$ cat src/rtl/esc_pkg.sv
// shared types, constants and table functions for the extremum seeking controller
package esc_pkg;

  localparam int unsigned CfgIdxW  = 3;
  localparam int unsigned CfgDataW = 32;
  localparam int unsigned PcW      = 4;
  localparam int unsigned SineW    = 16;
  localparam int unsigned MulBW    = 25;

  localparam logic [CfgIdxW-1:0] CFG_HPF_COEF     = 3'd0;
  localparam logic [CfgIdxW-1:0] CFG_LPF_COEF     = 3'd1;
  localparam logic [CfgIdxW-1:0] CFG_PHASE_STEP   = 3'd2;
  localparam logic [CfgIdxW-1:0] CFG_STEP_GAIN    = 3'd3;
  localparam logic [CfgIdxW-1:0] CFG_DITHER_AMP   = 3'd4;
  localparam logic [CfgIdxW-1:0] CFG_SEEK_MINIMUM = 3'd5;

  localparam logic [PcW-1:0] ST_IDLE  = 4'd0;
  localparam logic [PcW-1:0] ST_SINE  = 4'd1;
  localparam logic [PcW-1:0] ST_HP    = 4'd2;
  localparam logic [PcW-1:0] ST_DITH  = 4'd3;
  localparam logic [PcW-1:0] ST_ERR   = 4'd4;
  localparam logic [PcW-1:0] ST_LPMUL = 4'd5;
  localparam logic [PcW-1:0] ST_GRAD  = 4'd6;
  localparam logic [PcW-1:0] ST_GMUL  = 4'd7;
  localparam logic [PcW-1:0] ST_THETA = 4'd8;
  localparam logic [PcW-1:0] ST_OUT   = 4'd9;

  localparam longint unsigned HalfPiQ30 = 64'd1686629713;

  typedef enum logic [2:0] {
    A_D,
    A_AMP,
    A_HP,
    A_ERR,
    A_GRAD
  } a_sel_e;

  typedef enum logic [1:0] {
    B_HPF,
    B_SINE,
    B_LPF,
    B_GAIN
  } b_sel_e;

  typedef enum logic [3:0] {
    WB_NONE,
    WB_LOAD,
    WB_SINE,
    WB_HP,
    WB_DITH,
    WB_ERR,
    WB_GRAD,
    WB_THETA,
    WB_OUT
  } wb_e;

  typedef enum logic [1:0] {
    HOLD_NONE,
    HOLD_REQ,
    HOLD_OUT
  } hold_e;

  typedef struct packed {
    a_sel_e a_sel;
    b_sel_e b_sel;
    wb_e    wb;
    hold_e  hold;
    logic   restart;
  } uword_t;

  // control store
  function automatic uword_t ucode(logic [PcW-1:0] pc);
    uword_t w;
    unique case (pc)
      ST_IDLE:  w = '{A_D,    B_HPF,  WB_LOAD,  HOLD_REQ,  1'b0};
      ST_SINE:  w = '{A_D,    B_HPF,  WB_SINE,  HOLD_NONE, 1'b0};
      ST_HP:    w = '{A_AMP,  B_SINE, WB_HP,    HOLD_NONE, 1'b0};
      ST_DITH:  w = '{A_HP,   B_SINE, WB_DITH,  HOLD_NONE, 1'b0};
      ST_ERR:   w = '{A_ERR,  B_LPF,  WB_ERR,   HOLD_NONE, 1'b0};
      ST_LPMUL: w = '{A_ERR,  B_LPF,  WB_NONE,  HOLD_NONE, 1'b0};
      ST_GRAD:  w = '{A_GRAD, B_GAIN, WB_GRAD,  HOLD_NONE, 1'b0};
      ST_GMUL:  w = '{A_GRAD, B_GAIN, WB_NONE,  HOLD_NONE, 1'b0};
      ST_THETA: w = '{A_GRAD, B_GAIN, WB_THETA, HOLD_NONE, 1'b0};
      ST_OUT:   w = '{A_D,    B_HPF,  WB_OUT,   HOLD_OUT,  1'b1};
      default:  w = '{A_D,    B_HPF,  WB_NONE,  HOLD_NONE, 1'b1};
    endcase
    return w;
  endfunction

  // shift and subtract quotient for the table build
  function automatic longint unsigned udiv64(longint unsigned num, longint unsigned den);
    longint unsigned quo;
    longint unsigned rem;
    int              i;
    quo = '0;
    rem = '0;
    for (i = 63; i >= 0; i--) begin
      rem = {rem[62:0], num[i]};
      if (rem >= den) begin
        rem = rem - den;
        quo[i] = 1'b1;
      end
    end
    return quo;
  endfunction

  // quarter sine entry, unsigned Q0.15, evaluated at elaboration
  function automatic logic [SineW-2:0] sine_entry(int unsigned idx, int unsigned qbits);
    longint unsigned a;
    longint unsigned a2;
    longint unsigned term;
    longint unsigned r;
    longint          sum;
    int unsigned     k;
    a = (HalfPiQ30 * longint'(2 * idx + 1) + (64'd1 << qbits)) >> (qbits + 1);
    a2 = (a * a) >> 30;
    term = a;
    sum = longint'(a);
    for (k = 1; k <= 12; k++) begin
      term = (term * a2) >> 30;
      term = udiv64(term, 64'((2 * k) * (2 * k + 1)));
      if ((k & 1) != 0) begin
        sum = sum - longint'(term);
      end else begin
        sum = sum + longint'(term);
      end
    end
    if (sum < 0) begin
      sum = 0;
    end
    r = (longint'(sum) * 64'd32767 + (64'd1 << 29)) >> 30;
    if (r > 64'd32767) begin
      r = 64'd32767;
    end
    return r[SineW-2:0];
  endfunction

endpackage

$ cat src/rtl/esc_sine.sv
// dither sine lookup from a quarter-wave table with registered output
module esc_sine #(
  parameter int PHASE_BITS      = 32,
  parameter int SINE_TABLE_BITS = 10
) (
  input  logic                        clk_i,
  input  logic                        en_i,
  input  logic [PHASE_BITS-1:0]       phase_i,
  output logic signed [esc_pkg::SineW-1:0] sine_o
);
  import esc_pkg::*;

  localparam int QBits = SINE_TABLE_BITS - 2;
  localparam int QLen  = 1 << QBits;

  logic [SineW-2:0]           rom [QLen];
  logic [SINE_TABLE_BITS-1:0] idx;
  logic [1:0]                 quad;
  logic [QBits-1:0]           addr;
  logic [SineW-1:0]           mag;
  logic signed [SineW-1:0]    sine_d;
  logic signed [SineW-1:0]    sine_q;

  for (genvar i = 0; i < QLen; i++) begin : g_rom
    localparam logic [SineW-2:0] Entry = sine_entry(i, QBits);
    assign rom[i] = Entry;
  end

  assign idx  = phase_i[PHASE_BITS-1 -: SINE_TABLE_BITS];
  assign quad = idx[SINE_TABLE_BITS-1 -: 2];

  always_comb begin
    addr = idx[QBits-1:0];
    if (quad[0]) begin
      addr = ~idx[QBits-1:0];
    end
    mag = {1'b0, rom[addr]};
    sine_d = quad[1] ? -$signed(mag) : $signed(mag);
  end

  always_ff @(posedge clk_i) begin
    if (en_i) begin
      sine_q <= sine_d;
    end
  end

  assign sine_o = sine_q;

endmodule

$ cat src/rtl/extremum_seeking_controller.sv
// Top level of the perturbation extremum seeking controller. Every accepted cost
// sample gives one drive value. A ten-step microprogram runs each sample through
// the high-pass, demodulation, low-pass and integrator updates on a single shared
// multiplier (about 34 x 25 bits at the default sample width), one product per
// step. A sample is accepted in the idle step and its result is written to the
// output register in the last step before the sequencer returns to idle, so a new
// sample is taken only once the previous one is through. The result sits in an
// output register, so the next sample is accepted while it waits; the sequencer
// only stalls at its last step if that register is still full and not being read.
// Configuration writes are taken every cycle and belong between samples, while no
// sample is in flight.
module extremum_seeking_controller #(
  parameter int PHASE_BITS      = 32,
  parameter int SINE_TABLE_BITS = 10,
  parameter int SAMPLE_BITS     = 16
) (
  input  logic                            clk_i,
  input  logic                            rst_ni,
  input  logic                            cfg_valid_i,
  output logic                            cfg_ready_o,
  input  logic [esc_pkg::CfgIdxW-1:0]     cfg_index_i,
  input  logic [esc_pkg::CfgDataW-1:0]    cfg_data_i,
  input  logic                            in_valid_i,
  output logic                            in_ready_o,
  input  logic signed [SAMPLE_BITS-1:0]   cost_sample_i,
  output logic                            out_valid_o,
  input  logic                            out_ready_i,
  output logic signed [SAMPLE_BITS-1:0]   drive_value_o,
  output logic                            clipped_o
);
  import esc_pkg::*;

  localparam int DW    = ((SAMPLE_BITS + 17 > 32) ? SAMPLE_BITS + 17 : 32) + 1;
  localparam int MulAW = DW;
  localparam int PW    = MulAW + MulBW;
  localparam int SumW  = 34;

  localparam logic signed [PW-1:0]   PMax = PW'(64'sd2147483647);
  localparam logic signed [PW-1:0]   PMin = PW'(-64'sd2147483648);
  localparam logic signed [SumW-1:0] DHi  = SumW'((64'sd1 <<< (SAMPLE_BITS - 1)) - 64'sd1);
  localparam logic signed [SumW-1:0] DLo  = SumW'(-(64'sd1 <<< (SAMPLE_BITS - 1)));

  function automatic logic signed [31:0] sat32(logic signed [PW-1:0] v);
    logic signed [31:0] r;
    if (v > PMax) begin
      r = 32'sh7fffffff;
    end else if (v < PMin) begin
      r = 32'sh80000000;
    end else begin
      r = v[31:0];
    end
    return r;
  endfunction

  // configuration
  logic [15:0]           hpf_q;
  logic [15:0]           lpf_q;
  logic [31:0]           step_q;
  logic [23:0]           gain_q;
  logic [14:0]           amp_q;
  logic                  seek_min_q;

  // sequencer
  logic [PcW-1:0]        pc_q;
  logic [PcW-1:0]        pc_d;
  uword_t                uw;
  logic                  hold;

  // state and datapath
  logic [PHASE_BITS-1:0]         phase_q;
  logic signed [SAMPLE_BITS-1:0] prev_q;
  logic signed [31:0]            hp_q;
  logic signed [31:0]            g_q;
  logic signed [31:0]            theta_q;
  logic signed [DW-1:0]          d_q;
  logic signed [32:0]            e_q;
  logic signed [30:0]            dith_q;
  logic signed [PW-1:0]          p_q;
  logic signed [SineW-1:0]       sine;

  logic signed [SAMPLE_BITS:0]   diff;
  logic signed [DW-1:0]          d_d;
  logic signed [MulAW-1:0]       mul_a;
  logic signed [MulBW-1:0]       mul_b;
  logic signed [PW-1:0]          p_d;
  logic signed [PW-1:0]          p_sh16;
  logic signed [PW-1:0]          p_sh15;
  logic signed [PW-1:0]          g_sum;
  logic signed [PW-1:0]          theta_sum;
  logic signed [SumW-1:0]        out_sum;
  logic signed [SumW-1:0]        out_sh;

  logic                          out_valid_q;
  logic signed [SAMPLE_BITS-1:0] drive_q;
  logic                          clip_q;
  logic                          out_free;

  assign cfg_ready_o = 1'b1;

  always_ff @(posedge clk_i or negedge rst_ni) begin
    if (!rst_ni) begin
      hpf_q      <= 16'hffff;
      lpf_q      <= 16'd655;
      step_q     <= 32'd42949673;
      gain_q     <= 24'd65536;
      amp_q      <= 15'd1024;
      seek_min_q <= 1'b1;
    end else if (cfg_valid_i) begin
      unique case (cfg_index_i)
        CFG_HPF_COEF:     hpf_q      <= cfg_data_i[15:0];
        CFG_LPF_COEF:     lpf_q      <= cfg_data_i[15:0];
        CFG_PHASE_STEP:   step_q     <= cfg_data_i;
        CFG_STEP_GAIN:    gain_q     <= cfg_data_i[23:0];
        CFG_DITHER_AMP:   amp_q      <= cfg_data_i[14:0];
        CFG_SEEK_MINIMUM: seek_min_q <= cfg_data_i[0];
        default: ;
      endcase
    end
  end

  // microcode fetch and next step
  assign uw       = ucode(pc_q);
  assign out_free = !out_valid_q || out_ready_i;

  always_comb begin
    case (uw.hold)
      HOLD_REQ: hold = !in_valid_i;
      HOLD_OUT: hold = !out_free;
      default:  hold = 1'b0;
    endcase
    if (hold) begin
      pc_d = pc_q;
    end else if (uw.restart) begin
      pc_d = ST_IDLE;
    end else begin
      pc_d = pc_q + PcW'(1);
    end
  end

  always_ff @(posedge clk_i or negedge rst_ni) begin
    if (!rst_ni) begin
      pc_q <= ST_IDLE;
    end else begin
      pc_q <= pc_d;
    end
  end

  assign in_ready_o = (pc_q == ST_IDLE);

  // shared multiplier
  always_comb begin
    case (uw.a_sel)
      A_D:     mul_a = d_q;
      A_AMP:   mul_a = MulAW'(amp_q);
      A_HP:    mul_a = MulAW'(hp_q);
      A_ERR:   mul_a = MulAW'(e_q);
      A_GRAD:  mul_a = MulAW'(g_q);
      default: mul_a = d_q;
    endcase
    case (uw.b_sel)
      B_HPF:   mul_b = MulBW'(hpf_q);
      B_SINE:  mul_b = MulBW'(sine);
      B_LPF:   mul_b = MulBW'(lpf_q);
      B_GAIN:  mul_b = MulBW'(gain_q);
      default: mul_b = MulBW'(hpf_q);
    endcase
  end

  assign p_d = PW'(mul_a) * PW'(mul_b);

  always_ff @(posedge clk_i) begin
    p_q <= p_d;
  end

  esc_sine #(
    .PHASE_BITS     (PHASE_BITS),
    .SINE_TABLE_BITS(SINE_TABLE_BITS)
  ) u_sine (
    .clk_i  (clk_i),
    .en_i   (uw.wb == WB_SINE),
    .phase_i(phase_q),
    .sine_o (sine)
  );

  // write-back arithmetic
  assign diff      = (SAMPLE_BITS + 1)'(cost_sample_i) - (SAMPLE_BITS + 1)'(prev_q);
  assign d_d       = DW'(hp_q) + (DW'(diff) <<< 16);
  assign p_sh16    = p_q >>> 16;
  assign p_sh15    = p_q >>> 15;
  assign g_sum     = PW'(g_q) + p_sh16;
  assign theta_sum = seek_min_q ? PW'(theta_q) - p_sh16 : PW'(theta_q) + p_sh16;
  assign out_sum   = SumW'(theta_q) + (SumW'(dith_q) <<< 1) + SumW'(32768);
  assign out_sh    = out_sum >>> 16;

  always_ff @(posedge clk_i or negedge rst_ni) begin
    if (!rst_ni) begin
      phase_q <= '0;
      prev_q  <= '0;
      hp_q    <= '0;
      g_q     <= '0;
      theta_q <= '0;
    end else if (!hold) begin
      case (uw.wb)
        WB_LOAD: begin
          phase_q <= phase_q + PHASE_BITS'(step_q);
          prev_q  <= cost_sample_i;
        end
        WB_HP:    hp_q    <= sat32(p_sh16);
        WB_GRAD:  g_q     <= sat32(g_sum);
        WB_THETA: theta_q <= sat32(theta_sum);
        default: ;
      endcase
    end
  end

  always_ff @(posedge clk_i) begin
    if (!hold) begin
      case (uw.wb)
        WB_LOAD: d_q    <= d_d;
        WB_DITH: dith_q <= p_q[30:0];
        WB_ERR:  e_q    <= 33'($signed(p_sh15[31:0])) - 33'(g_q);
        default: ;
      endcase
    end
  end

  // output register
  always_ff @(posedge clk_i or negedge rst_ni) begin
    if (!rst_ni) begin
      out_valid_q <= 1'b0;
    end else if (uw.wb == WB_OUT && !hold) begin
      out_valid_q <= 1'b1;
    end else if (out_ready_i) begin
      out_valid_q <= 1'b0;
    end
  end

  always_ff @(posedge clk_i) begin
    if (uw.wb == WB_OUT && !hold) begin
      if (out_sh > DHi) begin
        drive_q <= DHi[SAMPLE_BITS-1:0];
        clip_q  <= 1'b1;
      end else if (out_sh < DLo) begin
        drive_q <= DLo[SAMPLE_BITS-1:0];
        clip_q  <= 1'b1;
      end else begin
        drive_q <= out_sh[SAMPLE_BITS-1:0];
        clip_q  <= 1'b0;
      end
    end
  end

  assign out_valid_o   = out_valid_q;
  assign drive_value_o = drive_q;
  assign clipped_o     = clip_q;

endmodule

$ cat config.mk
export PLATFORM = sky130hd
export DESIGN_NAME = extremum_seeking_controller
export DESIGN_NICKNAME = d
export VERILOG_FILES = /design/src/rtl/esc_pkg.sv /design/src/rtl/esc_sine.sv /design/src/rtl/extremum_seeking_controller.sv
export SDC_FILE = /design/constraint.sdc
export NUM_CORES = 2
export LEC_CHECK = 0
export BUFFER_PORTS_ARGS = -buffer_cell sky130_fd_sc_hd__buf_2
export CORE_MARGIN = 2
export CORE_UTILIZATION = 65
export DETAILED_ROUTE_END_ITERATION = 6
export PLACE_DENSITY = 0.89
export SLEW_MARGIN = 10
export SYNTH_ARGS = -nofsm -noshare
export SYNTH_HDL_FRONTEND = slang
export SYNTH_SLANG_ARGS = --single-unit
export TNS_END_PERCENT = 5
$ cat constraint.sdc
create_clock -name clk_i -period 22.2 [get_ports clk_i]
set_input_delay 3.33 -clock clk_i [delete_from_list [all_inputs] [get_ports clk_i]]
set_output_delay 3.33 -clock clk_i [all_outputs]
set_load 0.05 [all_outputs]
==> impl_metrics.env <==
export IMPL_yosys_mux_area_fraction=0.0225
export IMPL_cts_max_level=2
export IMPL_synthArstFlopShare=0.571
export IMPL_setup_repair_after_global_routing_missed_its_margin="no"
export IMPL_worstPathMaxFanout=51
export IMPL_largest_net_degree_at_the_start_of_global_routing=161
export IMPL_cts_made_buffers=46
export IMPL_initialDrtViolationCount=8016
export IMPL_final_report_max_slew_violation_count=0
export IMPL_post_cts_hold_buffer_count=0
export IMPL_number_of_flops_mapped_to_enable_cells_by_yosys=131
export IMPL_avgSynthCellArea_sq_um=8.62
export IMPL_outcome="finished with violations"
export IMPL_data_required_time_of_the_critical_path_ns=22.70
export IMPL_area_occupied_by_multi_input_gates_sq_um=47300
export IMPL_worstHoldPathType="flip-flop to flip-flop"
export IMPL_die_height_um=318
export IMPL_violated_checks="DRC"
export IMPL_tns_ns=0
export IMPL_wl_mm=231
export IMPL_sequential_cell_area_sq_um=11500
export IMPL_grt_antenna_before_repair=21
export IMPL_via_per_inst=6.74
export IMPL_final_period_utilization=0.559
export IMPL_via_count_of_the_first_global_routing_pass=59166
export IMPL_post_cts_resize_count=0
export IMPL_postSynthNetCount=8792
export IMPL_worstSetupEndpointType="flip-flop"
export IMPL_floorplan_initialDensity=0.653
export IMPL_wl_met1_mm=75.8
export IMPL_detail_route_antenna_nets=0
export IMPL_max_clock_freq_mhz=80.5
export IMPL_synth_area_in_adders=0.361
export IMPL_synthesis_instances=7417
export IMPL_crit_arrival_ns=12.91
export IMPL_port_buffers=74
export IMPL_synth_area_sq_um=64000
export IMPL_cts_reportedPaths_clkPinSlew_ns=0.07
export IMPL_longest_individual_stage_delay_on_the_worst_path_ns=1.27
export IMPL_seq_area_frac_synth=0.180
export IMPL_route_met3_wl_mm=34.5
export IMPL_cts_root_buf="sky130_fd_sc_hd__clkbuf_16"
export IMPL_yosys_cell_types_count=97
export IMPL_routed_length_per_instance_um=26.8
export IMPL_cts_path_max_buffers=3
export IMPL_floorplan_core_area_sq_um=98000
export IMPL_layout_drive_gt1_share=0.0734
export IMPL_finalSetupViolCount=0
export IMPL_layout_nets=8651
export IMPL_layout_area_overhead_vs_synth_pct=5.32
export IMPL_die_wd_um=318
export IMPL_synth_compound_area_share=0.157
export IMPL_die_area_sq_um=101000
export IMPL_route_met2_wl_mm=97.4
export IMPL_critPathLaunchType="flip-flop"
export IMPL_combinational_family_with_the_most_area_after_synthesis="adder cells"
export IMPL_synth_seq_cells=443
export IMPL_cts_post_setup_buffers_inserted=0
export IMPL_numClockSinks=443
export IMPL_grt_first_pass_wirelength_mm=350
export IMPL_critPathMostFrequentCell="sky130_fd_sc_hd__fa_1"
export IMPL_layout_filler_cells=7295
export IMPL_period_needed_ns=12.42
export IMPL_grtUsageTotal=0.457
export IMPL_holdWs_ns=0.389
export IMPL_cts_tree="yes"
export IMPL_remaining_overflow_grt=0
export IMPL_synth_ff_type="sky130_fd_sc_hd__dfrtp_1"
export IMPL_slew_at_the_pin_with_the_worst_max_slew_slack_ns=1.47
export IMPL_synth_simple_gate_area_share=0.155
export IMPL_top_layer_used="met5"
export IMPL_vias=58023
export IMPL_clock_latency_reported_for_the_late_side_of_the_worst_skew_pair_ns=0.63
export IMPL_post_synth_xor_area_fraction=0.0396
export IMPL_critical_path_slowest_cell="sky130_fd_sc_hd__a222oi_1"
export IMPL_gpl_final_weighted_congestion=1.08
export IMPL_synth_warnings=0
export IMPL_place_detailed_hpwl_mm=169
export IMPL_max_cap_violations=0
export IMPL_drtPass1Iterations=7
export IMPL_route_detailed_drc=181
export IMPL_criticalPathCategory="flip-flop to flip-flop"
export IMPL_io_pins=76
export IMPL_setup_clock_skew_after_layout_ns=0.0366
export IMPL_timing_slew_headroom=0.0187
export IMPL_finalHoldViolCount=0
export IMPL_fp_row_count=115
[state kept, by name (all words and copies together), names as in the netlist, 24 cells and up]
signal	count
step_q	32
gain_q	24
hp_q	32
dith_q	31
theta_q	32
d_q	34
phase_q	32
g_q	32
p_q	59
e_q	33
[final timing paths]
check	startpoint	endpoint	slack, ns	cells past startpoint
setup / recovery	pc_q[2]	p_q[58]	9.78	32
hold / removal	p_q[0]	dith_q[0]	0.39	0
setup reg to reg	pc_q[2]	p_q[58]	9.78	32
hold reg to reg	p_q[0]	dith_q[0]	0.39	0
max in group asynchronous	rst_ni	g_q[8]	18.01	2
min in group asynchronous	rst_ni	gain_q[21]	2.69	1
[synth_stat cells, drive strengths merged (101+ instances only)]
library cell  count  area, sq um
a21o            146         1100
a21oi           422         2110
clkbuf          340         1280
dfrtp           215         5380
edfxtp          131         3930
fa              876        17500
ha              443         5540
inv            1043         3920
mux2            107         1200
nand2           850         3190
nand2b          103          644
nand3           101          505
nor2            772         2900
o21ai           378         1890
xnor2           201         1760
[stage by stage]
step / setup slack (ns) / cell area (sq um) / util / cells
floorplan: 12.85 / 64000 / - / 7417
global placement: 11.39 / 65700 / 0.671 / 8514
detailed placement: 11.08 / 65700 / 0.671 / 8514
CTS: 11.02 / 67300 / 0.687 / 8600
global route: 9.92 / 67300 / 0.687 / 8602
finish: 9.78 / 67400 / 0.687 / 8608
[logic make-up after synthesis]
| logic type | after synthesis |
|---|---|
| xor gates and xnor gates | 288 |
| AOI/OAI and AO/OA | 1553 |
| other | 1 |
| buffers and inverters | 1443 |
| DFF | 443 |
| muxes | 124 |
| and+or+nand+nor | 2246 |
| adders and majority gates | 1319 |
[layout make-up]
cell class                      instances  area share
Multi-Input combinational cell       5531       0.702
Sequential cell                       443       0.171
Inverter                             1048      0.0584
Tap cell                             1287      0.0239
Timing Repair Buffer                  206      0.0205
Clock buffer                           61      0.0194
Clock inverter                         25     0.00457
Antenna cell                            7    0.000260
[layout by cell type, fill, tap and decap left out, types with 28 or more instances in the layout]
cell,count
sky130_fd_sc_hd__nand2b_1,103
sky130_fd_sc_hd__nor3_1,92
sky130_fd_sc_hd__ha_1,442
sky130_fd_sc_hd__o21bai_1,40
sky130_fd_sc_hd__nor2_1,769
sky130_fd_sc_hd__o21a_1,43
sky130_fd_sc_hd__xor2_1,82
sky130_fd_sc_hd__and2_1,51
sky130_fd_sc_hd__dfrtp_1,212
sky130_fd_sc_hd__fa_1,876
sky130_fd_sc_hd__a221o_1,35
sky130_fd_sc_hd__and3_1,36
sky130_fd_sc_hd__nand2_1,848
sky130_fd_sc_hd__nand4_1,46
sky130_fd_sc_hd__xnor2_1,200
sky130_fd_sc_hd__a21oi_1,416
sky130_fd_sc_hd__edfxtp_1,131
sky130_fd_sc_hd__buf_2,73
sky130_fd_sc_hd__o211ai_1,38
sky130_fd_sc_hd__dfstp_2,38
sky130_fd_sc_hd__o21ai_0,359
sky130_fd_sc_hd__o22ai_1,38
sky130_fd_sc_hd__a211oi_1,53
sky130_fd_sc_hd__or2_2,28
sky130_fd_sc_hd__mux2_2,107
sky130_fd_sc_hd__nand3_1,100
sky130_fd_sc_hd__clkbuf_16,48
sky130_fd_sc_hd__a31oi_1,50
sky130_fd_sc_hd__o31ai_1,29
sky130_fd_sc_hd__inv_1,1039
sky130_fd_sc_hd__buf_4,130
sky130_fd_sc_hd__dfxtp_1,59
sky130_fd_sc_hd__nor2b_1,54
sky130_fd_sc_hd__a21o_1,146
[worst max-delay path: cells and delay by family, from the launching register on]
family	cells	cell delay (ns)
XOR/XNOR	1	0.14
flip-flops	1	0.72
adder cells (fa/ha/maj)	8	3.78
AND/OR/NAND/NOR	6	2.27
buffers and inverters	7	1.39
AO/OA/AOI/OAI	10	3.92
[metal layers]
layer,vias to the layer above,GRT usage
li1,24240,-
met1,27685,0.534
met2,4525,0.670
met3,1547,0.189
met4,26,0.349
met5,-,0.00615
Power is not shown: default switching activity piles up to over one toggle a cycle in this logic, so the estimate is an artifact.
